### src/hdl/cfd_pkg.sv
package cfd_pkg;

    localparam logic [7:0]  HEAD_BYTE    = 8'hAA;
    localparam logic [7:0]  TAIL_BYTE    = 8'h55;
    localparam logic [15:0] CRC_INIT     = 16'hFFFF;
    localparam logic [15:0] CRC_POLY     = 16'hA001;
    localparam logic [7:0]  CRC_LAG      = 8'd3;
    localparam logic [7:0]  MAX_STORED_RESET = 8'd100;
    localparam logic [15:0] ERR_SAT      = 16'hFFFF;

    typedef enum logic [2:0] {
        EV_NONE     = 3'd0,
        EV_START    = 3'd1,
        EV_GOOD     = 3'd2,
        EV_CRC_ERR  = 3'd3,
        EV_SHORT    = 3'd4,
        EV_OVERFLOW = 3'd5
    } t_frame_event;

    typedef struct packed {
        logic         byte_valid;
        logic [7:0]   byte_value;
        logic [7:0]   byte_index;
        t_frame_event frame_event;
        logic [7:0]   payload_length;
        logic [15:0]  command_word;
        logic [15:0]  computed_crc;
        logic [15:0]  error_total;
    } t_result;

    // one byte of reflected modbus crc
    function automatic logic [15:0] crc_fold(input logic [15:0] crc, input logic [7:0] b);
        logic [15:0] c;
        c = crc ^ {8'h00, b};
        for (int k = 0; k < 8; k++) begin
            if (c[0]) begin
                c = (c >> 1) ^ CRC_POLY;
            end else begin
                c = c >> 1;
            end
        end
        return c;
    endfunction

endpackage

### src/hdl/cfd_if.sv
interface cfd_rx_if;
    logic       valid;
    logic       ready;
    logic [7:0] rx_byte;
    modport source (output valid, output rx_byte, input ready);
    modport sink (input valid, input rx_byte, output ready);
endinterface

interface cfd_cfg_if;
    logic       valid;
    logic       ready;
    logic [7:0] max_stored_bytes;
    modport source (output valid, output max_stored_bytes, input ready);
    modport sink (input valid, input max_stored_bytes, output ready);
endinterface

interface cfd_res_if;
    logic                  valid;
    logic                  ready;
    logic                  byte_valid;
    logic [7:0]            byte_value;
    logic [7:0]            byte_index;
    cfd_pkg::t_frame_event frame_event;
    logic [7:0]            payload_length;
    logic [15:0]           command_word;
    logic [15:0]           computed_crc;
    logic [15:0]           error_total;
    modport source (
        output valid, output byte_valid, output byte_value, output byte_index,
        output frame_event, output payload_length, output command_word,
        output computed_crc, output error_total, input ready
    );
    modport sink (
        input valid, input byte_valid, input byte_value, input byte_index,
        input frame_event, input payload_length, input command_word,
        input computed_crc, input error_total, output ready
    );
endinterface

### src/hdl/crc16_checked_frame_deframer_unit.sv
// an accepted byte waits in the input register, then steps the core into the result register
// throughput: one byte per cycle, set by the one-byte crc fold and frame
// compares between the input register and the result register
// a stalled result holds the input register, which then holds off the input side
// reset: synchronous active-low i_rst_n clears frame state, crc to 0xFFFF,
// command word and error count, and sets max_stored_bytes to 100
module crc16_checked_frame_deframer_unit (
    input  logic      i_clk,
    input  logic      i_rst_n,
    cfd_rx_if.sink    i_rx,
    cfd_cfg_if.sink   i_cfg,
    cfd_res_if.source o_res
);
    import cfd_pkg::*;

    logic       r_in_valid;
    logic [7:0] r_in_byte;
    logic       r_out_valid;
    t_result    r_out;
    logic [7:0] r_max_stored;

    logic       advance;
    t_result    core_res;

    assign advance     = r_in_valid && (!r_out_valid || o_res.ready);
    assign i_rx.ready  = !r_in_valid || advance;
    assign i_cfg.ready = 1'b1;

    cfd_frame_core u_core (
        .i_clk        (i_clk),
        .i_rst_n      (i_rst_n),
        .i_step       (advance),
        .i_byte       (r_in_byte),
        .i_max_stored (r_max_stored),
        .o_result     (core_res)
    );

    always_ff @(posedge i_clk) begin
        if (!i_rst_n) begin
            r_in_valid   <= 1'b0;
            r_out_valid  <= 1'b0;
            r_max_stored <= MAX_STORED_RESET;
        end else begin
            if (i_rx.ready) begin
                r_in_valid <= i_rx.valid;
            end
            if (advance) begin
                r_out_valid <= 1'b1;
            end else if (o_res.ready) begin
                r_out_valid <= 1'b0;
            end
            if (i_cfg.valid) begin
                r_max_stored <= i_cfg.max_stored_bytes;
            end
        end
    end

    always_ff @(posedge i_clk) begin
        if (i_rx.ready && i_rx.valid) begin
            r_in_byte <= i_rx.rx_byte;
        end
        if (advance) begin
            r_out <= core_res;
        end
    end

    assign o_res.valid          = r_out_valid;
    assign o_res.byte_valid     = r_out.byte_valid;
    assign o_res.byte_value     = r_out.byte_value;
    assign o_res.byte_index     = r_out.byte_index;
    assign o_res.frame_event    = r_out.frame_event;
    assign o_res.payload_length = r_out.payload_length;
    assign o_res.command_word   = r_out.command_word;
    assign o_res.computed_crc   = r_out.computed_crc;
    assign o_res.error_total    = r_out.error_total;

    a_advance_fills: assert property (@(posedge i_clk) disable iff (!i_rst_n)
        advance |=> r_out_valid)
        else $error("result register not filled after step");

    a_held_byte: assert property (@(posedge i_clk) disable iff (!i_rst_n)
        r_in_valid && !advance |=> r_in_valid && (r_in_byte == $past(r_in_byte)))
        else $error("pending byte lost while stalled");

    a_no_step_stall: assert property (@(posedge i_clk) disable iff (!i_rst_n)
        r_out_valid && !o_res.ready |-> !advance)
        else $error("stepped while result stalled");

endmodule

### src/hdl/cfd_frame_core.sv
module cfd_frame_core (
    input  logic             i_clk,
    input  logic             i_rst_n,
    input  logic             i_step,
    input  logic [7:0]       i_byte,
    input  logic [7:0]       i_max_stored,
    output cfd_pkg::t_result o_result
);
    import cfd_pkg::*;

    logic        r_in_frame, n_in_frame;
    logic [7:0]  r_prev, n_prev;
    logic [7:0]  r_count, n_count;
    logic [15:0] r_crc, n_crc;
    logic [7:0]  r_recent [3];
    logic [7:0]  n_recent [3];
    logic [15:0] r_cmd, n_cmd;
    logic [15:0] r_err, n_err;

    logic        is_head;
    logic        is_tail;
    logic        err_inc;
    t_result     res;

    assign is_head = (i_byte == HEAD_BYTE) && (r_prev == HEAD_BYTE);
    assign is_tail = r_in_frame && (i_byte == TAIL_BYTE) && (r_prev == TAIL_BYTE);

    always_comb begin
        n_in_frame = r_in_frame;
        n_prev     = i_byte;
        n_count    = r_count;
        n_crc      = r_crc;
        n_recent   = r_recent;
        n_cmd      = r_cmd;
        err_inc    = 1'b0;
        res        = '0;
        res.frame_event = EV_NONE;

        priority if (is_head) begin
            n_count    = '0;
            n_crc      = CRC_INIT;
            n_in_frame = 1'b1;
            res.frame_event = EV_START;
        end else if (is_tail) begin
            n_in_frame = 1'b0;
            if (r_count < CRC_LAG) begin
                err_inc = 1'b1;
                res.frame_event = EV_SHORT;
            end else begin
                res.payload_length = r_count - CRC_LAG;
                res.computed_crc   = r_crc;
                if ({r_recent[1], r_recent[2]} == r_crc) begin
                    res.frame_event = EV_GOOD;
                end else begin
                    err_inc = 1'b1;
                    res.frame_event = EV_CRC_ERR;
                end
            end
        end else if (r_in_frame) begin
            if (r_count >= CRC_LAG) begin
                n_crc = crc_fold(r_crc, r_recent[2]);
            end
            n_recent[2] = r_recent[1];
            n_recent[1] = r_recent[0];
            n_recent[0] = i_byte;
            if (r_count == 8'd0) begin
                n_cmd = {i_byte, r_cmd[7:0]};
            end else if (r_count == 8'd1) begin
                n_cmd = {r_cmd[15:8], i_byte};
            end
            res.byte_valid = 1'b1;
            res.byte_value = i_byte;
            res.byte_index = r_count;
            n_count = r_count + 8'd1;
            if (n_count >= i_max_stored) begin
                n_in_frame = 1'b0;
                err_inc    = 1'b1;
                res.frame_event = EV_OVERFLOW;
            end
        end else begin
            n_in_frame = 1'b0;
        end

        n_err = (err_inc && (r_err != ERR_SAT)) ? r_err + 16'd1 : r_err;
        res.command_word = n_cmd;
        res.error_total  = n_err;
    end

    assign o_result = res;

    always_ff @(posedge i_clk) begin
        if (!i_rst_n) begin
            r_in_frame <= 1'b0;
            r_prev     <= '0;
            r_count    <= '0;
            r_crc      <= CRC_INIT;
            r_recent   <= '{default: '0};
            r_cmd      <= '0;
            r_err      <= '0;
        end else if (i_step) begin
            r_in_frame <= n_in_frame;
            r_prev     <= n_prev;
            r_count    <= n_count;
            r_crc      <= n_crc;
            r_recent   <= n_recent;
            r_cmd      <= n_cmd;
            r_err      <= n_err;
        end
    end

    a_head_opens: assert property (@(posedge i_clk) disable iff (!i_rst_n)
        i_step && is_head |=> r_in_frame && (r_count == 8'd0) && (r_crc == CRC_INIT))
        else $error("head pair did not open a frame");

    a_no_open: assert property (@(posedge i_clk) disable iff (!i_rst_n)
        i_step && !r_in_frame && !is_head |=> !r_in_frame)
        else $error("frame opened without head pair");

    a_overflow_closes: assert property (@(posedge i_clk) disable iff (!i_rst_n)
        i_step && (res.frame_event == EV_OVERFLOW) |=> !r_in_frame && (r_err != 16'd0))
        else $error("overflow left frame open or error uncounted");

endmodule

### src/flat_wrapper.sv
// flat-port wrapper written by rule: the top's interface ports become plain ports
module crc16_checked_frame_deframer_unit_flat import cfd_pkg::*;
  (i_clk, i_rst_n, i_rx_valid, i_rx_rx_byte, i_rx_ready, i_cfg_valid, i_cfg_max_stored_bytes, i_cfg_ready, o_res_valid, o_res_byte_valid, o_res_byte_value, o_res_byte_index, o_res_frame_event, o_res_payload_length, o_res_command_word, o_res_computed_crc, o_res_error_total, o_res_ready);
  cfd_rx_if i_rx_i ();
  cfd_cfg_if i_cfg_i ();
  cfd_res_if o_res_i ();
  input  logic i_clk;
  input  logic i_rst_n;
  input wire logic [$bits(i_rx_i.valid)-1:0] i_rx_valid;
  input wire logic [$bits(i_rx_i.rx_byte)-1:0] i_rx_rx_byte;
  output wire logic [$bits(i_rx_i.ready)-1:0] i_rx_ready;
  input wire logic [$bits(i_cfg_i.valid)-1:0] i_cfg_valid;
  input wire logic [$bits(i_cfg_i.max_stored_bytes)-1:0] i_cfg_max_stored_bytes;
  output wire logic [$bits(i_cfg_i.ready)-1:0] i_cfg_ready;
  output wire logic [$bits(o_res_i.valid)-1:0] o_res_valid;
  output wire logic [$bits(o_res_i.byte_valid)-1:0] o_res_byte_valid;
  output wire logic [$bits(o_res_i.byte_value)-1:0] o_res_byte_value;
  output wire logic [$bits(o_res_i.byte_index)-1:0] o_res_byte_index;
  output wire logic [$bits(o_res_i.frame_event)-1:0] o_res_frame_event;
  output wire logic [$bits(o_res_i.payload_length)-1:0] o_res_payload_length;
  output wire logic [$bits(o_res_i.command_word)-1:0] o_res_command_word;
  output wire logic [$bits(o_res_i.computed_crc)-1:0] o_res_computed_crc;
  output wire logic [$bits(o_res_i.error_total)-1:0] o_res_error_total;
  input wire logic [$bits(o_res_i.ready)-1:0] o_res_ready;
  assign i_rx_i.valid = i_rx_valid;
  assign i_rx_i.rx_byte = i_rx_rx_byte;
  assign i_rx_ready = i_rx_i.ready;
  assign i_cfg_i.valid = i_cfg_valid;
  assign i_cfg_i.max_stored_bytes = i_cfg_max_stored_bytes;
  assign i_cfg_ready = i_cfg_i.ready;
  assign o_res_valid = o_res_i.valid;
  assign o_res_byte_valid = o_res_i.byte_valid;
  assign o_res_byte_value = o_res_i.byte_value;
  assign o_res_byte_index = o_res_i.byte_index;
  assign o_res_frame_event = o_res_i.frame_event;
  assign o_res_payload_length = o_res_i.payload_length;
  assign o_res_command_word = o_res_i.command_word;
  assign o_res_computed_crc = o_res_i.computed_crc;
  assign o_res_error_total = o_res_i.error_total;
  assign o_res_i.ready = o_res_ready;
  crc16_checked_frame_deframer_unit u_core (.i_clk(i_clk), .i_rst_n(i_rst_n), .i_rx(i_rx_i), .i_cfg(i_cfg_i), .o_res(o_res_i));
endmodule
### config.mk
export PLATFORM = sky130hd
export DESIGN_NAME = crc16_checked_frame_deframer_unit_flat
export DESIGN_NICKNAME = d
export VERILOG_FILES = /design/src/hdl/cfd_pkg.sv /design/src/hdl/cfd_if.sv /design/src/hdl/crc16_checked_frame_deframer_unit.sv /design/src/hdl/cfd_frame_core.sv /design/src/flat_wrapper.sv
export SDC_FILE = /design/constraint.sdc
export NUM_CORES = 1
export LEC_CHECK = 0
export BUFFER_PORTS_ARGS = -buffer_cell sky130_fd_sc_hd__buf_2
export CORE_UTILIZATION = 40
export DETAILED_ROUTE_END_ITERATION = 12
export GPL_ROUTABILITY_DRIVEN = 0
export PLACE_DENSITY_LB_ADDON = 0.08
export SLEW_MARGIN = 20
export SYNTH_ARGS = -nofsm -noshare
export SYNTH_HDL_FRONTEND = slang
export SYNTH_SLANG_ARGS = --single-unit
### constraint.sdc
create_clock -name i_clk -period 5.7 [get_ports i_clk]
set_clock_uncertainty 0.05 [all_clocks]
set_input_delay 0.285 -clock i_clk [delete_from_list [all_inputs] [get_ports i_clk]]
set_output_delay 0.285 -clock i_clk [all_outputs]
set_load 0.02 [all_outputs]
## Word level (Yosys, flattened, before mapping)

Index checks and enable logic that the tools add are counted.

- Bits in registers: 183
- Bits of input ports: 21
- Output and inout bits: 79
- Logic and storage cells: 133

- Add/subtract/negate cells: 3
- Order comparisons: 3
- Eq/ne operators: 8
- Mux-type cells: 66
- Bitwise gates (word level): 12
- Reductions and logical operators: 20

Operator list:

| cell | number |
|---|---|
| 2-to-1 mux 16 bit | 45 |
| 2-to-1 mux 8 bit | 4 |
| inverter 2 -> 3 bit | 8 |
| 2-to-1 mux 20 bit | 1 |
| adder 16 x 1 -> 16 bit, second input constant | 1 |
| equality test 16 bit | 1 |
| equality test 8 x 7 -> 1 bit, second input constant | 2 |
| equality test 8 bit, second input constant | 2 |
| inequality test 16 bit, second input constant | 1 |
| XOR 16 x 8 -> 16 bit | 1 |
| 2-to-1 mux 1 bit | 13 |
| 2-to-1 mux 3 bit | 3 |
| adder 8 x 1 -> 8 bit, second input constant | 1 |
| equality test 8 x 1 -> 1 bit, second input constant | 1 |
| >= comparator 8 x 2 -> 1 bit, second input constant | 1 |
| >= comparator 8 bit | 1 |
| zero test 8 bit | 1 |
| < comparator 8 x 2 -> 1 bit, second input constant | 1 |
| AND reduction 4 bit | 2 |
| subtractor 8 x 2 -> 8 bit, second input constant | 1 |
| logical AND 1 bit | 6 |
| nonzero test 2 bit | 3 |
| OR reduction 3 bit | 2 |
| inverter 1 bit | 3 |
| other kinds (5) | 7 |

## Logic depth before layout (Yosys ltp)

Gate-level depths: netlist (run 1).

- Depth in word-level cells: 49
- Gate-level depth with buffers: 14
- Depth with buffers taken out: 12

## Hierarchy

A second synthesis (run 1) with hierarchy kept.

- Cells, all modules: 757
- Area total of the unflattened synthesis: 8184.1 um^2

By module, submodules not included:

| module | times used | cells each | area each (um^2) | seq. area each (um^2) |
|---|---|---|---|---|
| cfd_frame_core | 1 | 636 | 5267.6 | 1781.7 |
| crc16_checked_frame_deframer_unit | 1 | 121 | 2916.5 | 2722.6 |

## Least setup slack after synthesis (run 1)

Ideal clock, no wire load.

- Kind: reg2reg
- From: register u_core.r_out_valid (netlist: u_core.o_res.valid)
- To: register u_core.u_core.r_in_frame
- Setup time: 116 ps
- Arrival: 3570 ps
- Data required time: 5534 ps
- Slack: 1964 ps
- Stages on the path, launching flop included: 7
- Path buffers: 1
- Period minus slack after synthesis: 3736 ps
- Path through: dfxtp_1 > nor2b_1 > nand2b_1 > inv_1 > buf_1 > a21oi_1 > o21a_1

- Longest elaborated chain between the ends: 3

RTL lines:

| what | RTL line | text |
|---|---|---|
| start: declaration | crc16_checked_frame_deframer_unit.sv:18 | `logic r_out_valid;` |
| start signal: assignment | crc16_checked_frame_deframer_unit.sv:41 | `r_out_valid <= 1'b0;` |
| start signal: assignment | crc16_checked_frame_deframer_unit.sv:48 | `r_out_valid <= 1'b1;` |
| start signal: assignment | crc16_checked_frame_deframer_unit.sv:50 | `r_out_valid <= 1'b0;` |
| zero test 1 bit | crc16_checked_frame_deframer_unit.sv:25 | `assign advance = r_in_valid && (!r_out_valid \|\| o_res.ready);` |
| logical OR 1 bit | crc16_checked_frame_deframer_unit.sv:25 |  |
| logical AND 1 bit | crc16_checked_frame_deframer_unit.sv:25 |  |
| via u_core.advance | crc16_checked_frame_deframer_unit.sv:22 | `logic advance;` |
| end signal: assignment | cfd_frame_core.sv:101 | `r_in_frame <= n_in_frame;` |
| end: declaration | cfd_frame_core.sv:11 | `logic r_in_frame, n_in_frame;` |

The timed path passes the listed nets, and every way through them passes these cells.
A chain may end at the register's enable or synchronous reset.

==> impl_metrics.ini, run 1 <==
[final_layout]
fillers = 1876
layout.nets = 875
syn2layout_area_growth_pct = 16.0
diodes = 0
layout-drive-gt1-share = 0.193

[worst_setup_path]
crit_path_start = u_core.u_core.r_count[0]
crit_required_ns = 5.83
max_stage_delay_ns = 0.62
path_delay_family = compound AO/OA/AOI/OAI gates
end_kind = flop
crit_chain = inv_1, nor2_1, nand4_1, xnor2_1, ha_1, a21o_1, a21o_1, a21oi_1, o21ai_0, a21oi_2, buf_4, nor2_1, mux2_1
r2r_start = u_core.u_core.r_count[0]
reg2reg_depth = 13
rrSetupSlack_ns = 1.73
crit_end = u_core.o_res.error_total[1]
crit_slowest_cell = a21oi_2
cp_max_fo = 15
worstSetupPathType = reg2reg
critPathLaunchType = flop
cp.arrival_ns = 4.10
path_buf_inv = 2
r2r-end = u_core.o_res.error_total[1]
cp.depth = 13

[clock_network]
cts-buffers-inserted = 17
clkTransAtPathRegs_ns = 0.07
cts_max_level = 4
ctsResizeCount = 0
cts.sinks = 183
clk_path_buf_depth = 2
insertion_delay_ns = 0.43
ctsRootBufferMaster = clkbuf_16
tritoncts = yes

[timing]
timing.fmax_mhz = 252
tns_ns = 0
fin_crit_sh = 0.697
tightest_slew_ns = 1.01
min_period_ns = 3.97
hold_violations = 0
slew_violations = 0
slew_headroom = 0.326
rsz0062_at_grt = no
setup_viol = 0

[global_routing]
antenna_found_initial = 0
grt_usage = 0.177
grt_pass1_vias = 5345
grt_start_max_net_pins = 75
gr-total-overflow = 0
grt_pass1_wl_mm = 27.7

[detailed_routing]
drt_pre_antenna_iters = 5
drtIter0Drc = 319
vias = 5547
detail_route.wl_per_cell_um = 15.4
ant_nets = 0
vias_per_cell = 4.97
wl_mm = 17.2
drc = 0

[min_path]
hold_depth = 3
hold_path_class = in2reg

[yosys]
synth_fp_nets = 793
ys_warn_count = 0
netlist_instances = 756
ys_types = 55
ys_ff_latch = 183
synth_area_leaders = edfxtp_1 (32%), dfxtp_1 (25%), nand2_1 (4.3%), a21oi_1 (3.5%), xnor2_1 (3.3%)
yosysSeqAreaShare = 0.564
synth_top_cell_by_area = edfxtp_1
avgSynthCellArea_um2 = 10.6
synth_area_um2 = 7990
postSynth.asyncResetShare = 0
synthFlopType = dfxtp_1
synth_top_area_frac = 0.316
synth_edf_count = 84

[run]
drv_cap = 0

[pwr]
max-vdd-ir-drop_v = 0.000204
total_power_mw = 2.67
power_density_nw_per_um2 = 288
power_leakage_nw = 3.58

[floorplan]
dieArea_um2 = 20500
dieWidth_um = 143
core_um2 = 19500
ioPinCount = 100
start_util = 0.409
die_h_um = 143
rows = 51

[placement]
port_buffers = 98
hpwl_mm = 11.6

[outcome]
outcome = complete, no violations
-- per-stage QoR --
step,std cells,utilization,setup WS (ns),instance area [um^2],hold slack (ns)
after global routing,1116,0.474,1.43,9260,0.0254
final,1116,0.474,1.73,9260,0.0307
after detailed placement,1076,0.441,1.83,8610,0.399
after CTS,1116,0.474,1.81,9260,0.0112
after global placement,1076,0.441,1.99,8610,0.394
after floorplan,756,-,1.96,7990,0.334
-- layer usage --
layer	vias up	track usage	wire length (um)
met5	-	0	0
met4	0	0.0566	207
met3	15	0.0390	575
met2	110	0.284	7940
met1	2612	0.237	8440
li1	2810	-	-
-- sequential cells by signal, indices dropped and copies added, names as in the netlist, 16 cells and up --
name                       count
u_core.u_core.r_recent        24
u_core.u_core.r_err           16
u_core.u_core.r_cmd           16
u_core.o_res.computed_crc     16
u_core.u_core.r_crc           16
u_core.o_res.command_word     16
u_core.o_res.error_total      16
-- Yosys cell counts (4+ instances only) --
cell type / number
buf_6: 6
a22oi_1: 4
mux2i_1: 21
o31ai_1: 6
nand3_1: 18
ha_1: 16
xor2_1: 20
or3_1: 11
nand4b_1: 4
nor4_1: 4
and3_1: 4
nor3_1: 18
clkbuf_1: 28
dfxtp_1: 99
or4_1: 8
mux2_2: 16
o21ai_0: 12
a21oi_1: 56
xnor2_1: 30
edfxtp_1: 84
nand4_1: 7
buf_2: 8
and2_1: 36
inv_1: 14
o21ai_1: 18
nand2_1: 92
nor2_1: 69
-- final cells by class --
type	count	area, um^2	area share
Clock buffer	20	457	0.0493
Multi-Input combinational cell	510	3190	0.344
Timing Repair Buffer	111	608	0.0656
Clock inverter	12	119	0.0128
Tap cell	265	332	0.0358
Inverter	15	57.6	0.00621
Sequential cell	183	4500	0.486
-- where the power goes --
group / switching (mW) / leakage [nW] / total, mW / internal, mW
Clock: 0.507 / 0.273 / 1.14 / 0.630
Sequential: 0.0176 / 1.60 / 1.42 / 1.40
Combinational: 0.0770 / 1.71 / 0.111 / 0.0338
Total: 0.601 / 3.58 / 2.67 / 2.07
-- cells by family (layout without fill, tap and decap cells) --
logic type,Yosys count,after routing,synth area share
XOR/XNOR,51,51,0.0576
flip-flops,183,183,0.564
AND/OR/NAND/NOR,291,291,0.185
adder cells (fa/ha/maj),16,16,0.0251
other,1,1,0.000469
buffers and inverters,63,158,0.0379
multiplexers,38,38,0.0503
AO/OA/AOI/OAI,113,113,0.0802
-- cells in the final DEF (no fill, tap or decap), types with 20 or more instances in the layout --
| cell type | instances |
|---|---|
| dfxtp_1 | 99 |
| buf_2 | 98 |
| nand2_1 | 92 |
| edfxtp_1 | 84 |
| nor2_1 | 69 |
| a21oi_1 | 56 |
| and2_1 | 36 |
| xnor2_1 | 30 |
| mux2i_1 | 21 |
| xor2_1 | 20 |
-- repair_timing --
action,4_1_cts,5_1_grt
buffers inserted,0,0
hold buffers,8,0
endpoints found under the hold margin,8,0
-- how the worst min path moves through the flow --
stage / startpoint / to / slack, ns
finish: i_cfg_max_stored_bytes[5] / u_core.r_max_stored[5] / 0.03
global route: i_rx_valid / u_core.r_in_valid / 0.03
CTS: i_cfg_max_stored_bytes[5] / u_core.r_max_stored[5] / 0.01
global placement: u_core.u_core.r_recent[19] / u_core.u_core.r_recent[11] / 0.39
floorplan: i_rx_rx_byte[0] / u_core.r_in_byte[0] / 0.33
detailed placement: u_core.u_core.r_recent[17] / u_core.u_core.r_recent[17] / 0.40
-- worst register-to-register path, delay by kind of cell, from the launching register on --
family                   cells  cell delay (ns)
XOR/XNOR                     1             0.18
multiplexers                 1             0.34
AND/OR/NAND/NOR              3             0.60
AO/OA/AOI/OAI                5             1.36
adder cells (fa/ha/maj)      1             0.32
flip-flops                   1             0.48
buffers and inverters        2             0.39
No activity file was read; power rests on OpenSTA's default activity.
==> run 2: changes to the inputs <==
--- a/config.mk
+++ b/config.mk
@@ -5,6 +5,7 @@
 export SDC_FILE = /design/constraint.sdc
 export NUM_CORES = 1
 export LEC_CHECK = 0
+export ABC_AREA = 1
 export BUFFER_PORTS_ARGS = -buffer_cell sky130_fd_sc_hd__buf_2
 export CORE_UTILIZATION = 40
 export DETAILED_ROUTE_END_ITERATION = 12
==> constraint.sdc (replaced) <==
create_clock -name i_clk -period 3.33 [get_ports i_clk]
set_clock_uncertainty 0.05 [all_clocks]
set_input_delay 0.1665 -clock i_clk [delete_from_list [all_inputs] [get_ports i_clk]]
set_output_delay 0.1665 -clock i_clk [all_outputs]
set_load 0.02 [all_outputs]
==> run 2 against run 1 <==
Effect of this change: power rose by 83%; first-iteration DRC count fell by 11%; count of clock-buffer cells in the layout did not move; final cell count rose by 24%; non-clock buffer count rose by 24; register-to-register slack got worse by 1.4 ns; clock power rose by 75%; global-route usage rose by 0.62 points; worst hold slack improved by 0.015 ns; maximum frequency rose by 34%; largest cell class unchanged; largest power group unchanged.
==> impl_metrics.ini, run 2 <==
[floorplan]
core_um2 = 21000
rows = 53
dieArea_um2 = 22100
start_util = 0.409
ioPinCount = 100
die_h_um = 149
dieWidth_um = 149

[worst_setup_path]
rrSetupSlack_ns = 0.36
crit_path_start = u_core.u_core.r_count[0]
max_stage_delay_ns = 0.39
crit_slowest_cell = dfxtp_2
critPathLaunchType = flop
end_kind = flop
crit_chain = nand2_1, nor2_1, nand3_1, nor3_1, xor2_1, inv_1, ha_1, nand2_1, nor2_1, nor3_1, nand2_1, nand2_4, nand2_4, nand2_8, buf_12, nand2_4, nand2_1
path_buf_inv = 2
cp_common_cell = nand2_1
cp.arrival_ns = 3.21
path_delay_family = simple AND/OR/NAND/NOR gates
worstSetupPathType = reg2reg
cp_max_fo = 17
crit_required_ns = 3.57
r2r_start = u_core.u_core.r_count[0]

[min_path]
hold_path_startpoint = i_cfg_valid
hold_path_class = in2reg

[global_routing]
grt_pass1_vias = 6288
grt_usage = 0.183
gr-total-overflow = 0
grt_pass1_wl_mm = 31.7
grt_start_max_net_pins = 80
antenna_found_initial = 0

[yosys]
synth_fp_nets = 1016
synth_top_area_frac = 0.293
synth.most_common_cell = nand2_1
synthFlopType = dfxtp_1
ys_warn_count = 0
ys_top_cells_by_count = nand2_1 (185), inv_1 (127), dfxtp_1 (99)
yosysSeqAreaShare = 0.524
ys_types = 41
synth_area_um2 = 8600
postSynth.asyncResetShare = 0
avgSynthCellArea_um2 = 8.79
ys_ff_latch = 183
synth_edf_count = 84
synth_area_leaders = edfxtp_1 (29%), dfxtp_1 (23%), nand2_1 (8.1%), inv_1 (5.5%), a21oi_1 (4.4%)
netlist_instances = 979
synth_top_cell_by_area = edfxtp_1

[final_layout]
fillers = 2002
final_cell_mix = nand2_1 (185), inv_1 (126), buf_2 (98), dfxtp_1 (98)
multi_input_area_um2 = 3360
mostFrequentLayoutCell = nand2_1
diodes = 0
largest_reg_flops = 24
regMostFlops = u_core.u_core.r_recent
syn2layout_area_growth_pct = 18.2
final_cell_count_no_fill = 1384
seq_area_um2 = 4510
layout-drive-gt1-share = 0.195
layout.nets = 1133

[timing]
setup_viol = 0
rsz0062_at_grt = no
fin_hold_ws_ns = 0.0461
hold_violations = 0
tns_ns = 0
slew_violations = 0
timing.fmax_mhz = 337
fin_crit_sh = 0.892
min_period_ns = 2.97
tightest_slew_ns = 0.695
slew_headroom = 0.537

[pwr]
max-vdd-ir-drop_v = 0.000362
internal-power_mw = 3.70
power_frac_seq = 0.514
power_density_nw_per_um2 = 479
power_leakage_nw = 4.54
total_power_mw = 4.87
clkPwrFrac = 0.410
p_sw_frac = 0.241
power.net_switching_mw = 1.17
combPwrFrac = 0.076

[detailed_routing]
detail_route.wl_per_cell_um = 14.0
met2_length_mm = 8.79
drc = 0
wl_mm = 19.4
ant_nets = 0
drtIter0Drc = 284
dr_wl_met3_um = 600
vias = 6616
drt_pre_antenna_iters = 5
routed.top_layer = met4
drt-met1-wl_mm = 9.77
vias_per_cell = 4.78

[run]
drv_cap = 0

[placement]
hpwl_mm = 12.6
port_buffers = 98
dp_cells = 1323

[outcome]
outcome = complete, no violations

[clock_network]
clk_path_buf_depth = 2
cts.sinks = 183
cts_max_level = 4
insertion_delay_ns = 0.43
cts-buffers-inserted = 17
clkTransAtPathRegs_ns = 0.07
ctsRootBufferMaster = clkbuf_16
tritoncts = yes
==> run 2: cell types whose count changed in the layout (fill, tap and decap cells not counted), moves of 16 or more <==
cell / previous run / this run
mux2_2: 16 / 0
mux2i_1: 21 / 0
a21oi_1: 56 / 76
dlygate4sd3_1: 8 / 24
xnor2_1: 30 / 11
and2_1: 36 / 0
inv_1: 13 / 126
o21ai_0: 12 / 53
nand2_1: 92 / 185
nand3_1: 18 / 59
==> run 2: final cells by class <==
cell class,count,share of cell area
Clock inverter,12,0.0126
Clock buffer,20,0.0439
Multi-Input combinational cell,619,0.330
Sequential cell,183,0.443
Inverter,140,0.0521
Timing Repair Buffer,135,0.0839
Tap cell,275,0.0338
==> run 2: worst reg2reg max path: stages (launching register included) <==
cell	delay (ns)
dfxtp_2	0.39
nand2_1	0.12
nor2_1	0.17
nand3_1	0.14
nor3_1	0.20
xor2_1	0.17
inv_1	0.08
ha_1	0.31
nand2_1	0.09
nor2_1	0.05
nor3_1	0.20
nand2_1	0.14
nand2_4	0.11
nand2_4	0.16
nand2_8	0.19
buf_12	0.15
nand2_4	0.05
nand2_1	0.08
==> run 2: kinds of logic after synthesis <==
family          after synthesis  synth area share
xor+xnor                     35            0.0356
flops                       183             0.524
simple gates                399             0.219
buf+inv                     177            0.0868
fa+ha+maj                    16            0.0233
other cells                   1          0.000436
compound gates              168             0.112
==> run 2: power by group through the flow <==
stage                     logic, mW  registers, mW  clock network [mW]
final                         0.370           2.51                2.00
after CTS                     0.373           2.51                2.05
after global routing          0.414           2.52                2.14
after detailed placement      0.349           2.55                   0
after global placement        0.346           2.56                   0
after floorplan               0.193           2.60                   0
==> run 2: timing repair <==
item                                   4_1_cts  5_1_grt
endpoints found under the hold margin       18        0
buffers inserted                             0        5
setup endpoints to repair                    0       32
gates resized for setup                      0        2
hold buffers                                24        0
==> run 2: metal layers <==
layer,up-vias,GRT usage
met5,-,0
met4,0,0.0608
met3,13,0.0288
met2,116,0.287
met1,3062,0.257
li1,3425,-
==> run 2: per-stage QoR <==
step                setup WS [ns]   util  cell area [um^2]
floorplan                   0.694      -              8600
global placement            0.306  0.442              9290
detailed placement          0.185  0.442              9290
CTS                         0.174  0.481             10100
global route               0.0126  0.484             10200
finish                      0.360  0.484             10200
==> run 2: worst paths after layout <==
path | endpoint | cells past startpoint
setup reg to reg | u_core.o_res.error_total[2] | 17
hold reg to reg | u_core.u_core.r_recent[15] | 2
setup / recovery | u_core.o_res.error_total[2] | 17
hold / removal | u_core.r_max_stored[0] | 3
